**config.mk**
```make
export PLATFORM = sky130hd
export DESIGN_NAME = ray_sphere_nearest_hit
export DESIGN_NICKNAME = d
export VERILOG_FILES = /design/src/hw/rtl/rsn_pkg.sv /design/src/hw/rtl/rsn_cell.sv /design/src/hw/rtl/rsn_sqrt.sv /design/src/hw/rtl/ray_sphere_nearest_hit.sv
export SDC_FILE = /design/constraint.sdc
export NUM_CORES = 2
export LEC_CHECK = 0
export ABC_AREA = 1
export BUFFER_PORTS_ARGS = -buffer_cell sky130_fd_sc_hd__buf_2
export CORE_MARGIN = 3
export CORE_UTILIZATION = 50
export DETAILED_ROUTE_END_ITERATION = 8
export GPL_ROUTABILITY_DRIVEN = 0
export PLACE_DENSITY = 0.69
export REMOVE_ABC_BUFFERS = 1
export SYNTH_ARGS = -nofsm -noshare
export SYNTH_HDL_FRONTEND = slang
export SYNTH_HIERARCHICAL = 1
export SYNTH_SLANG_ARGS = --single-unit
```
**constraint.sdc**
```tcl
create_clock -name i_clk -period 8 [get_ports i_clk]
set_clock_uncertainty 0.15 [all_clocks]
set_input_delay 1.2 -clock i_clk [delete_from_list [all_inputs] [get_ports i_clk]]
set_output_delay 1.2 -clock i_clk [all_outputs]
set_load 0.05 [all_outputs]
```
**src/hw/rtl/rsn_pkg.sv**
```systemverilog
// Package of the ray-sphere nearest-hit block: field widths, register indexes,
// controller states and the control struct of a target cell. No dependencies.
package rsn_pkg;

    // Default size of the target table.
    localparam int NUM_TARGETS_DEF = 8;

    // Field widths.
    localparam int SLOT_W    = 3;
    localparam int POS_W     = 16;
    localparam int DIR_W     = 16;
    localparam int DIST_W    = 15;
    localparam int CENTER_W  = 3 * POS_W;
    localparam int CFG_IDX_W = 2;
    localparam int IN_DATA_W  = 104;
    localparam int OUT_DATA_W = 24;

    // Arithmetic widths of the test unit.
    localparam int MUL_W  = 21;
    localparam int PROD_W = 2 * MUL_W;
    localparam int ACC_W  = 38;
    localparam int DISC_W = 44;
    localparam int ROOT_W = DISC_W / 2;
    localparam int T_W    = 24;
    localparam int B_SHIFT = 14;

    // Operation codes.
    localparam logic OP_WRITE = 1'b0;
    localparam logic OP_SHOOT = 1'b1;

    // Configuration register indexes.
    localparam logic [CFG_IDX_W-1:0] REG_HIT_RADIUS   = 2'd0;
    localparam logic [CFG_IDX_W-1:0] REG_MAX_DISTANCE = 2'd1;
    localparam logic [CFG_IDX_W-1:0] REG_MIN_DISTANCE = 2'd2;

    // Multiply steps of one target test.
    localparam logic [3:0] STEP_DX    = 4'd0;
    localparam logic [3:0] STEP_DY    = 4'd1;
    localparam logic [3:0] STEP_DZ    = 4'd2;
    localparam logic [3:0] STEP_OXX   = 4'd3;
    localparam logic [3:0] STEP_OYY   = 4'd4;
    localparam logic [3:0] STEP_OZZ   = 4'd5;
    localparam logic [3:0] STEP_RR    = 4'd6;
    localparam logic [3:0] STEP_BB    = 4'd7;
    localparam logic [3:0] STEP_DISC  = 4'd8;

    // Controller states.
    typedef enum logic [2:0] {
        S_IDLE,
        S_SCAN,
        S_TEST,
        S_CHECK,
        S_ROOT,
        S_EVAL,
        S_STEP,
        S_OUT
    } t_state;

    // Control of one target cell.
    typedef struct packed {
        logic load;
        logic live;
        logic shift;
        logic clear;
    } t_cell_ctl;

endpackage

```
**src/hw/rtl/rsn_cell.sv**
```systemverilog
// One target cell: a sphere center and its live bit, loaded by a write request,
// rotated from its neighbor during a scan, cleared after a hit. Uses rsn_pkg.
module rsn_cell (
    input  logic                          i_clk,
    input  logic                          i_rst_n,
    input  rsn_pkg::t_cell_ctl            i_ctl,
    input  logic [rsn_pkg::CENTER_W-1:0]  i_load_center,
    input  logic [rsn_pkg::CENTER_W-1:0]  i_next_center,
    input  logic                          i_next_live,
    output logic [rsn_pkg::CENTER_W-1:0]  o_center,
    output logic                          o_live
);
    import rsn_pkg::*;

    logic [CENTER_W-1:0] r_center;
    logic                r_live;

    // The center needs no reset; it is read only once its live bit is set.
    always_ff @(posedge i_clk) begin
        if (i_ctl.shift) begin
            r_center <= i_next_center;
        end else if (i_ctl.load) begin
            r_center <= i_load_center;
        end
    end

    // Live bit, cleared at reset.
    always_ff @(posedge i_clk) begin
        if (!i_rst_n) begin
            r_live <= 1'b0;
        end else if (i_ctl.shift) begin
            r_live <= i_next_live;
        end else if (i_ctl.load) begin
            r_live <= i_ctl.live;
        end else if (i_ctl.clear) begin
            r_live <= 1'b0;
        end
    end

    assign o_center = r_center;
    assign o_live   = r_live;

endmodule

```
**src/hw/rtl/rsn_sqrt.sv**
```systemverilog
// Iterative integer square root, two radicand bits per cycle.
// Uses rsn_pkg for its widths.
module rsn_sqrt (
    input  logic                         i_clk,
    input  logic                         i_rst_n,
    input  logic                         i_start,
    input  logic [rsn_pkg::DISC_W-1:0]   i_rad,
    output logic                         o_done,
    output logic [rsn_pkg::ROOT_W-1:0]   o_root
);
    import rsn_pkg::*;

    localparam int REM_W  = ROOT_W + 2;
    localparam int WORK_W = REM_W + 2;

    logic [DISC_W-1:0] r_rad;
    logic [REM_W-1:0]  r_rem;
    logic [ROOT_W-1:0] r_root;
    logic [4:0]        r_cnt;
    logic              r_busy;
    logic              r_done;

    logic [WORK_W-1:0] w_work;
    logic [WORK_W-1:0] w_trial;
    logic              w_take;

    // One restoring step: bring down two bits, try to subtract 4*root+1.
    assign w_work  = {r_rem, r_rad[DISC_W-1 -: 2]};
    assign w_trial = {2'b00, r_root, 2'b01};
    assign w_take  = (w_work >= w_trial);

    always_ff @(posedge i_clk) begin
        if (!i_rst_n) begin
            r_busy <= 1'b0;
            r_done <= 1'b0;
            r_cnt  <= '0;
        end else begin
            r_done <= 1'b0;
            if (i_start) begin
                r_busy <= 1'b1;
                r_cnt  <= '0;
            end else if (r_busy) begin
                r_cnt <= r_cnt + 5'd1;
                if (r_cnt == 5'(ROOT_W - 1)) begin
                    r_busy <= 1'b0;
                    r_done <= 1'b1;
                end
            end
        end
    end

    // Datapath of the root.
    always_ff @(posedge i_clk) begin
        if (i_start) begin
            r_rad  <= i_rad;
            r_rem  <= '0;
            r_root <= '0;
        end else if (r_busy) begin
            r_rad <= {r_rad[DISC_W-3:0], 2'b00};
            if (w_take) begin
                r_rem  <= REM_W'(w_work - w_trial);
                r_root <= {r_root[ROOT_W-2:0], 1'b1};
            end else begin
                r_rem  <= REM_W'(w_work);
                r_root <= {r_root[ROOT_W-2:0], 1'b0};
            end
        end
    end

    assign o_done = r_done;
    assign o_root = r_root;

endmodule

```
**src/hw/rtl/ray_sphere_nearest_hit.sv**
```systemverilog
// Ray-sphere nearest hit over a ring of target cells.
// Input stream s_axis: tuser is the operation (0 write slot, 1 shoot ray),
// tdata the slot, valid mark, position and direction. Each request gives
// exactly one result on m_axis: tuser is the hit flag, tdata slot and distance.
// Configuration: a write channel (i_cfg_valid/o_cfg_ready, index, data),
// always ready; write it only while the block is idle.
// A write request updates its cell at the accepting edge; its zero result is
// loaded into the output register from S_OUT once that register is free. A
// shoot walks all NUM_TARGETS cells: the ring rotates one cell per target past
// a single test unit. A dead target passes only through S_SCAN and S_STEP; one
// missed on a negative discriminant also takes the nine steps of the shared
// multiplier and S_CHECK, and a tested one then waits on the square-root unit
// and is evaluated. After the last cell the result is loaded from S_OUT. The
// ring returns to its home position, and the nearest hit's live bit is cleared.
// One request is in work at a time. A new request is taken while a result
// waits in the output register; a stalled receiver holds the next result
// back. Reset clears all live bits and loads the register defaults.
// Configuration: a write channel of its own; a write to index 3 is ignored.
module ray_sphere_nearest_hit #(
    parameter int NUM_TARGETS = rsn_pkg::NUM_TARGETS_DEF
) (
    input  logic                            i_clk,
    input  logic                            i_rst_n,
    input  logic                            s_axis_tvalid,
    output logic                            s_axis_tready,
    // slot[2:0], target_valid[3], pos_x[19:4], pos_y[35:20], pos_z[51:36],
    // dir_x[67:52], dir_y[83:68], dir_z[99:84], zeros above
    input  logic [rsn_pkg::IN_DATA_W-1:0]   s_axis_tdata,
    // operation[0]
    input  logic [0:0]                      s_axis_tuser,
    output logic                            m_axis_tvalid,
    input  logic                            m_axis_tready,
    // hit_slot[2:0], hit_distance[17:3], zeros above
    output logic [rsn_pkg::OUT_DATA_W-1:0]  m_axis_tdata,
    // hit[0]
    output logic [0:0]                      m_axis_tuser,
    input  logic                            i_cfg_valid,
    output logic                            o_cfg_ready,
    input  logic [rsn_pkg::CFG_IDX_W-1:0]   i_cfg_index,
    input  logic [rsn_pkg::DIST_W-1:0]      i_cfg_data
);
    import rsn_pkg::*;

    localparam int IDX_W = (NUM_TARGETS > 1) ? $clog2(NUM_TARGETS) : 1;
    localparam int CNT_W = $clog2(NUM_TARGETS + 1);

    // Input fields.
    logic                    w_op;
    logic [SLOT_W-1:0]       w_slot;
    logic                    w_tvalid_bit;
    logic [CENTER_W-1:0]     w_pos;
    logic signed [DIR_W-1:0] w_dx, w_dy, w_dz;

    assign w_op         = s_axis_tuser[0];
    assign w_slot       = s_axis_tdata[2:0];
    assign w_tvalid_bit = s_axis_tdata[3];
    assign w_pos        = s_axis_tdata[51:4];
    assign w_dx         = s_axis_tdata[67:52];
    assign w_dy         = s_axis_tdata[83:68];
    assign w_dz         = s_axis_tdata[99:84];

    // Registers.
    t_state                     r_state, n_state;
    logic [3:0]                 r_step;
    logic [CNT_W-1:0]           r_idx;
    logic                       r_found;
    logic [DIST_W-1:0]          r_best_t;
    logic [IDX_W-1:0]           r_best_idx;
    logic signed [POS_W-1:0]    r_ox, r_oy, r_oz;
    logic signed [DIR_W-1:0]    r_dx, r_dy, r_dz;
    logic [DIST_W-1:0]          r_radius, r_maxd, r_mind;
    logic signed [PROD_W-1:0]   r_prod;
    logic signed [ACC_W-1:0]    r_accb, r_accc;
    logic signed [MUL_W-1:0]    r_b;
    logic signed [DISC_W-1:0]   r_disc;
    logic                       r_out_valid;
    logic                       r_out_hit;
    logic [SLOT_W-1:0]          r_out_slot;
    logic [DIST_W-1:0]          r_out_dist;

    // Control from the controller.
    logic c_accept, c_load, c_shift, c_clear, c_sq_start, c_out_load;

    // Ring of target cells; cell 0 is the head seen by the test unit.
    logic [CENTER_W-1:0] w_cen  [NUM_TARGETS];
    logic                w_live [NUM_TARGETS];
    t_cell_ctl           w_ctl  [NUM_TARGETS];

    for (genvar k = 0; k < NUM_TARGETS; k++) begin : g_cell
        assign w_ctl[k].load  = c_load && (32'(w_slot) == k);
        assign w_ctl[k].live  = w_tvalid_bit;
        assign w_ctl[k].shift = c_shift;
        assign w_ctl[k].clear = c_clear && (32'(r_best_idx) == k);

        rsn_cell u_cell (
            .i_clk         (i_clk),
            .i_rst_n       (i_rst_n),
            .i_ctl         (w_ctl[k]),
            .i_load_center (w_pos),
            .i_next_center (w_cen[(k + 1) % NUM_TARGETS]),
            .i_next_live   (w_live[(k + 1) % NUM_TARGETS]),
            .o_center      (w_cen[k]),
            .o_live        (w_live[k])
        );
    end

    // Origin minus head center, per axis.
    logic signed [POS_W:0] w_ocx, w_ocy, w_ocz;
    assign w_ocx = (POS_W+1)'(r_ox) - (POS_W+1)'(signed'(w_cen[0][15:0]));
    assign w_ocy = (POS_W+1)'(r_oy) - (POS_W+1)'(signed'(w_cen[0][31:16]));
    assign w_ocz = (POS_W+1)'(r_oz) - (POS_W+1)'(signed'(w_cen[0][47:32]));

    // Operand selection of the shared multiplier.
    logic signed [MUL_W-1:0] w_ma, w_mb, w_r;
    assign w_r = signed'(MUL_W'(r_radius));

    always_comb begin
        case (r_step)
            STEP_DX:  begin w_ma = MUL_W'(r_dx);  w_mb = MUL_W'(w_ocx); end
            STEP_DY:  begin w_ma = MUL_W'(r_dy);  w_mb = MUL_W'(w_ocy); end
            STEP_DZ:  begin w_ma = MUL_W'(r_dz);  w_mb = MUL_W'(w_ocz); end
            STEP_OXX: begin w_ma = MUL_W'(w_ocx); w_mb = MUL_W'(w_ocx); end
            STEP_OYY: begin w_ma = MUL_W'(w_ocy); w_mb = MUL_W'(w_ocy); end
            STEP_OZZ: begin w_ma = MUL_W'(w_ocz); w_mb = MUL_W'(w_ocz); end
            STEP_RR:  begin w_ma = w_r;           w_mb = w_r;           end
            STEP_BB:  begin w_ma = r_b;           w_mb = r_b;           end
            default:  begin w_ma = '0;            w_mb = '0;            end
        endcase
    end

    // Square-root unit.
    logic              w_sq_done;
    logic [ROOT_W-1:0] w_root;

    rsn_sqrt u_sqrt (
        .i_clk   (i_clk),
        .i_rst_n (i_rst_n),
        .i_start (c_sq_start),
        .i_rad   (DISC_W'(unsigned'(r_disc))),
        .o_done  (w_sq_done),
        .o_root  (w_root)
    );

    // Near root, falling back to the far root, then the distance bounds.
    logic signed [T_W-1:0] w_nb, w_s, w_tm, w_tp, w_t, w_min, w_max;
    logic                  w_ok, w_better;

    assign w_nb  = -T_W'(r_b);
    assign w_s   = signed'(T_W'(w_root));
    assign w_tm  = w_nb - w_s;
    assign w_tp  = w_nb + w_s;
    assign w_min = signed'(T_W'(r_mind));
    assign w_max = signed'(T_W'(r_maxd));
    assign w_t   = (w_tm < w_min) ? w_tp : w_tm;
    assign w_ok  = (w_t >= w_min) && (w_t <= w_max);
    assign w_better = !r_found || (w_t < signed'(T_W'(r_best_t)));

    // Next state.
    always_comb begin
        n_state = r_state;
        case (r_state)
            S_IDLE: begin
                if (s_axis_tvalid) begin
                    n_state = (w_op == OP_SHOOT) ? S_SCAN : S_OUT;
                end
            end
            S_SCAN: begin
                if (r_idx == CNT_W'(NUM_TARGETS)) begin
                    n_state = S_OUT;
                end else if (w_live[0]) begin
                    n_state = S_TEST;
                end else begin
                    n_state = S_STEP;
                end
            end
            S_TEST: begin
                if (r_step == STEP_DISC) begin
                    n_state = S_CHECK;
                end
            end
            S_CHECK: n_state = r_disc[DISC_W-1] ? S_STEP : S_ROOT;
            S_ROOT: begin
                if (w_sq_done) begin
                    n_state = S_EVAL;
                end
            end
            S_EVAL:  n_state = S_STEP;
            S_STEP:  n_state = S_SCAN;
            S_OUT: begin
                if (!r_out_valid || m_axis_tready) begin
                    n_state = S_IDLE;
                end
            end
            default: n_state = S_IDLE;
        endcase
    end

    // Controller outputs.
    always_comb begin
        c_accept   = 1'b0;
        c_load     = 1'b0;
        c_shift    = 1'b0;
        c_clear    = 1'b0;
        c_sq_start = 1'b0;
        c_out_load = 1'b0;
        case (r_state)
            S_IDLE: begin
                c_accept = s_axis_tvalid;
                c_load   = s_axis_tvalid && (w_op == OP_WRITE) &&
                           (32'(w_slot) < NUM_TARGETS);
            end
            S_SCAN:  c_clear    = (r_idx == CNT_W'(NUM_TARGETS)) && r_found;
            S_CHECK: c_sq_start = !r_disc[DISC_W-1];
            S_STEP:  c_shift    = 1'b1;
            S_OUT:   c_out_load = !r_out_valid || m_axis_tready;
            default: c_accept   = 1'b0;
        endcase
    end

    // Controller registers.
    always_ff @(posedge i_clk) begin
        if (!i_rst_n) begin
            r_state <= S_IDLE;
            r_step  <= '0;
            r_idx   <= '0;
            r_found <= 1'b0;
        end else begin
            r_state <= n_state;
            if (c_accept) begin
                r_idx   <= '0;
                r_found <= 1'b0;
            end
            if (r_state == S_SCAN) begin
                r_step <= '0;
            end else if (r_state == S_TEST) begin
                r_step <= r_step + 4'd1;
            end
            if (c_shift) begin
                r_idx <= r_idx + CNT_W'(1);
            end
            if ((r_state == S_EVAL) && w_ok && w_better) begin
                r_found <= 1'b1;
            end
        end
    end

    // Ray and test datapath.
    always_ff @(posedge i_clk) begin
        if (c_accept) begin
            r_ox <= signed'(w_pos[15:0]);
            r_oy <= signed'(w_pos[31:16]);
            r_oz <= signed'(w_pos[47:32]);
            r_dx <= w_dx;
            r_dy <= w_dy;
            r_dz <= w_dz;
        end
        r_prod <= w_ma * w_mb;
        if (r_state == S_TEST) begin
            case (r_step)
                STEP_DY:  r_accb <= ACC_W'(r_prod);
                STEP_DZ,
                STEP_OXX: r_accb <= r_accb + ACC_W'(r_prod);
                STEP_OYY: begin
                    r_b    <= MUL_W'(r_accb >>> B_SHIFT);
                    r_accc <= ACC_W'(r_prod);
                end
                STEP_OZZ,
                STEP_RR:  r_accc <= r_accc + ACC_W'(r_prod);
                STEP_BB:  r_accc <= r_accc - ACC_W'(r_prod);
                STEP_DISC: r_disc <= DISC_W'(r_prod) - DISC_W'(r_accc);
                default:  r_accc <= r_accc;
            endcase
        end
        if ((r_state == S_EVAL) && w_ok && w_better) begin
            r_best_t   <= w_t[DIST_W-1:0];
            r_best_idx <= r_idx[IDX_W-1:0];
        end
    end

    // Configuration registers.
    always_ff @(posedge i_clk) begin
        if (!i_rst_n) begin
            r_radius <= DIST_W'(148);
            r_maxd   <= DIST_W'(30720);
            r_mind   <= DIST_W'(1);
        end else if (i_cfg_valid) begin
            case (i_cfg_index)
                REG_HIT_RADIUS:   r_radius <= i_cfg_data;
                REG_MAX_DISTANCE: r_maxd   <= i_cfg_data;
                REG_MIN_DISTANCE: r_mind   <= i_cfg_data;
                default:          r_radius <= r_radius;
            endcase
        end
    end

    // Output register; a write request leaves r_found clear and gives zeros.
    always_ff @(posedge i_clk) begin
        if (!i_rst_n) begin
            r_out_valid <= 1'b0;
            r_out_hit   <= 1'b0;
            r_out_slot  <= '0;
            r_out_dist  <= '0;
        end else if (c_out_load) begin
            r_out_valid <= 1'b1;
            r_out_hit   <= r_found;
            r_out_slot  <= r_found ? SLOT_W'(r_best_idx) : '0;
            r_out_dist  <= r_found ? r_best_t : '0;
        end else if (m_axis_tready) begin
            r_out_valid <= 1'b0;
        end
    end

    assign s_axis_tready = (r_state == S_IDLE);
    assign m_axis_tvalid = r_out_valid;
    assign m_axis_tuser  = r_out_hit;
    assign m_axis_tdata  = OUT_DATA_W'({r_out_dist, r_out_slot});
    assign o_cfg_ready   = 1'b1;

    // A reported hit lies within the distance bounds.
    a_hit_bounds: assert property (@(posedge i_clk) disable iff (!i_rst_n)
        (r_out_valid && r_out_hit) |-> (r_out_dist >= r_mind && r_out_dist <= r_maxd))
        else $error("hit distance outside bounds");

    // A miss or write result carries zero slot and distance.
    a_miss_zero: assert property (@(posedge i_clk) disable iff (!i_rst_n)
        (r_out_valid && !r_out_hit) |-> (r_out_slot == '0 && r_out_dist == '0))
        else $error("miss result not zero");

    // The scan index never runs past the table.
    a_idx_range: assert property (@(posedge i_clk) disable iff (!i_rst_n)
        r_idx <= CNT_W'(NUM_TARGETS))
        else $error("scan index out of range");

    // A shoot request always starts a scan from the head cell.
    a_shoot_scan: assert property (@(posedge i_clk) disable iff (!i_rst_n)
        (s_axis_tvalid && s_axis_tready && w_op == OP_SHOOT) |=>
        (r_state == S_SCAN && r_idx == '0 && !r_found))
        else $error("shoot did not start a scan");

endmodule
```
==> flow_metrics.py <==
metrics = {
    "run_status": {
        "outcome": "finished with violations",
        "violations": "negative setup slack",
    },
    "logic_synthesis": {
        "synth_ff_type": "edfxtp_1",
        "synth_seq_cells": 859,
        "synthTopCellsByArea": "edfxtp_1 (30%), fa_1 (14%), nand2_1 (14%), ha_1 (7.7%), inv_1 (7.2%)",
        "syn_inst": 7992,
        "synth_top_area_share_pct": 30.5,
        "syn_area_mm2": 0.0669,
        "yosys.cell_count.top_type": "nand2_1",
        "syn_area_per_cell_um2": 8.37,
        "synth.distinct_cells": 78,
        "synthArstFlopShare_pct": 0,
        "synth_edf_count": 679,
        "yosys_warnings": 6,
        "synth_top_cell_by_area": "edfxtp_1",
        "ys_seq_area_share_pct": 35.9,
        "synthTopCellsByCount": "nand2_1 (2,478), inv_1 (1,278), edfxtp_1 (679)",
    },
    "detailed_routing": {
        "via_per_inst": 5.39,
        "drtPass1Iterations": 9,
        "drt-initial-drc-count": 5543,
        "vias": 56500,
        "drt.antenna.violating_nets": 0,
        "postRouteWirelength_um": 193000,
        "wl_per_cell_um": 18.4,
        "drc": 0,
    },
    "worst_hold_path": {
        "hold_path_class": "reg -> reg",
        "hold_start": "u_sqrt/r_rem[23]",
        "min_to": "u_sqrt/r_rem[23]",
        "min_path_cells": 2,
    },
    "floorplan": {
        "fp.dieH_um": 372,
        "row_count": 133,
        "start_util_pct": 50.6,
        "fp.coreArea_mm2": 0.132,
        "die_area_mm2": 0.138,
        "ioPinCount": 155,
        "die_w_um": 372,
    },
    "worst_setup_path": {
        "path_buf_inv": 14,
        "cp_data_required_time_ps": 8480,
        "ff2ff_path_depth": 42,
        "worst_path_most_repeated_cell": "fa_1",
        "path_delay_family": "adder cells",
        "crit_path_start_kind": "flip-flop",
        "regToRegStartpoint": "g_cell[0].u_cell/o_center[37]",
        "crit_type": "reg -> reg",
        "cp.arrival_ps": 8740,
        "cpMaxStageDelayCell": "fa_1",
        "reg2reg_slack_ps": -260,
        "r2r-end": "r_prod[40]",
        "max_stage_delay_ps": 560,
        "cp_max_fo": 4,
        "end_kind": "flip-flop",
    },
    "job": {
        "max_cap_viol_count": 0,
    },
    "sta": {
        "maxSlewHeadroom_pct": 10.7,
        "finalMaxSlewViolations": 0,
        "rsz0062_at_grt": "yes",
        "fmax_ghz": 0.121,
        "hold_viol_final": 0,
        "period_minus_slack_ps": 8260,
        "tightest_slew_ps": 1340,
        "setup_violations": 16,
        "worst_slack_ps": -261,
        "period_share_pct": 103,
    },
    "clock_network": {
        "h-tree-depth": 3,
        "cts_buffer_depth": 3,
        "cts_inserted_buffers": 91,
        "cts_tree": "yes",
        "cts.sinks": 859,
        "cts-root-buf": "clkbuf_16",
        "clk_latency_ps": 720,
        "clk_pin_slew_ps": 60,
    },
    "grt": {
        "use_met2_pct": 46.4,
        "grt_max_degree": 208,
        "antenna_found_initial": 10,
        "grtUsageMet1_pct": 35.1,
        "gr-total-overflow": 0,
        "grtUsageMet3_pct": 4.65,
        "grt_pass1_wl_um": 300000,
        "grt_pass1_vias": 56200,
        "busiest_layer": "met2",
        "track_usage_pct": 27.6,
    },
    "final_layout": {
        "final_nets": 9655,
        "fin_area_mm2": 0.0789,
        "drive_gt1_share_pct": 17.7,
        "area_growth_pct": 18.0,
    },
    "place": {
        "port_buffers": 143,
        "hpwl_um": 143000,
        "dpl_cell_area_mm2": 0.0730,
        "place_ws_ps": -826,
    },
}
[cell type report]
cell class	instances	area [um^2]
Sequential cell	859	24000
Tap cell	1755	2200
Antenna cell	10	25.0
Clock inverter	54	614
Inverter	1324	5020
Clock buffer	116	2420
Multi-Input combinational cell	5573	38500
Timing Repair inverter	2	15.0
Timing Repair Buffer	801	6170
Fill cell	11100	53200
[worst max-delay path by stage]
stage / start / cells past startpoint / to
floorplan: r_state[2] / 6 / g_cell[0].u_cell/o_live
global placement: g_cell[0].u_cell/o_center[16] / 37 / r_prod[40]
detailed placement: g_cell[0].u_cell/o_center[16] / 37 / r_prod[40]
CTS: g_cell[0].u_cell/o_center[16] / 41 / r_prod[38]
global route: g_cell[0].u_cell/o_center[33] / 45 / r_prod[40]
finish: g_cell[0].u_cell/o_center[37] / 42 / r_prod[40]
[per-stage QoR]
stage / setup TNS [ps] / instances / hold slack (ps) / utilization [%]
2_1_floorplan: - / 7756 / 276 / -
3_3_place_gp: -8400 / 10200 / 290 / 55.2
3_5_place_dp: -11010 / 10200 / 290 / 55.2
4_1_cts: -1350 / 10400 / 303 / 58.8
5_1_grt: -7810 / 10500 / 330 / 59.7
6_report: -2420 / 10500 / 303 / 59.7
[cell usage in the layout, fill, tap and decap left out, types with 92 or more instances in the layout]
cell,count
a21oi_1,341
o21ai_0,240
inv_2,105
ha_1,353
nand2_1,2421
dfxtp_1,180
nor2_1,469
fa_1,435
buf_2,144
edfxtp_1,679
xor2_1,160
clkbuf_16,92
nand3_1,193
buf_4,577
inv_1,1193
[per-layer routing]
| metal | up-vias | routed length, um |
|---|---|---|
| met5 | - | 55 |
| met2 | 2261 | 91300 |
| met4 | 8 | 9100 |
| met3 | 521 | 15300 |
| li1 | 26700 | - |
| met1 | 27100 | 77100 |
[flip-flops by register name, summed over array words and instances, names as in the netlist, 5 cells and up]
register	cells
r_best_t	15
r_dx	16
r_accc	38
u_sqrt/r_cnt	5
g_cell.u_cell/o_live	8
r_b	21
r_prod	42
g_cell.u_cell/o_center	384
r_out_dist	15
r_mind	15
u_sqrt/r_rad	44
r_maxd	15
r_radius	15
r_accb	35
r_ox	16
r_disc	43
r_dy	16
u_sqrt/r_rem	24
r_dz	16
r_oy	16
u_sqrt/o_root	22
r_oz	16
[worst reg2reg max path: cells and delay by family (launching register included)]
| kind | cells | cell delay [ps] |
|---|---|---|
| AOI/OAI and AO/OA | 9 | 1220 |
| xor gates and xnor gates | 2 | 340 |
| adders and majority gates | 9 | 4120 |
| buffers and inverters | 14 | 1160 |
| DFF | 1 | 420 |
| and+or+nand+nor | 8 | 760 |
[what timing repair did]
action,CTS,global route
gates resized for setup,317,217
setup buffers,48,38
pin swaps,184,182
hold buffers,0,0
gates cloned,0,3
endpoints found under the setup margin,24,43
[kinds of logic (layout without fill, tap and decap cells)]
kind of cell	after synthesis	after routing	share of synthesized area [%]
and+or+nand+nor	3478	3478	21.3
buffers and inverters	1565	2297	9.54
AOI/OAI and AO/OA	959	959	8.30
adders and majority gates	876	876	21.6
DFF	859	859	35.9
xor gates and xnor gates	253	253	3.31
other	2	17	0.0112
Power is not shown: default switching activity piles up to over one toggle a cycle in this logic, so the estimate is an artifact.
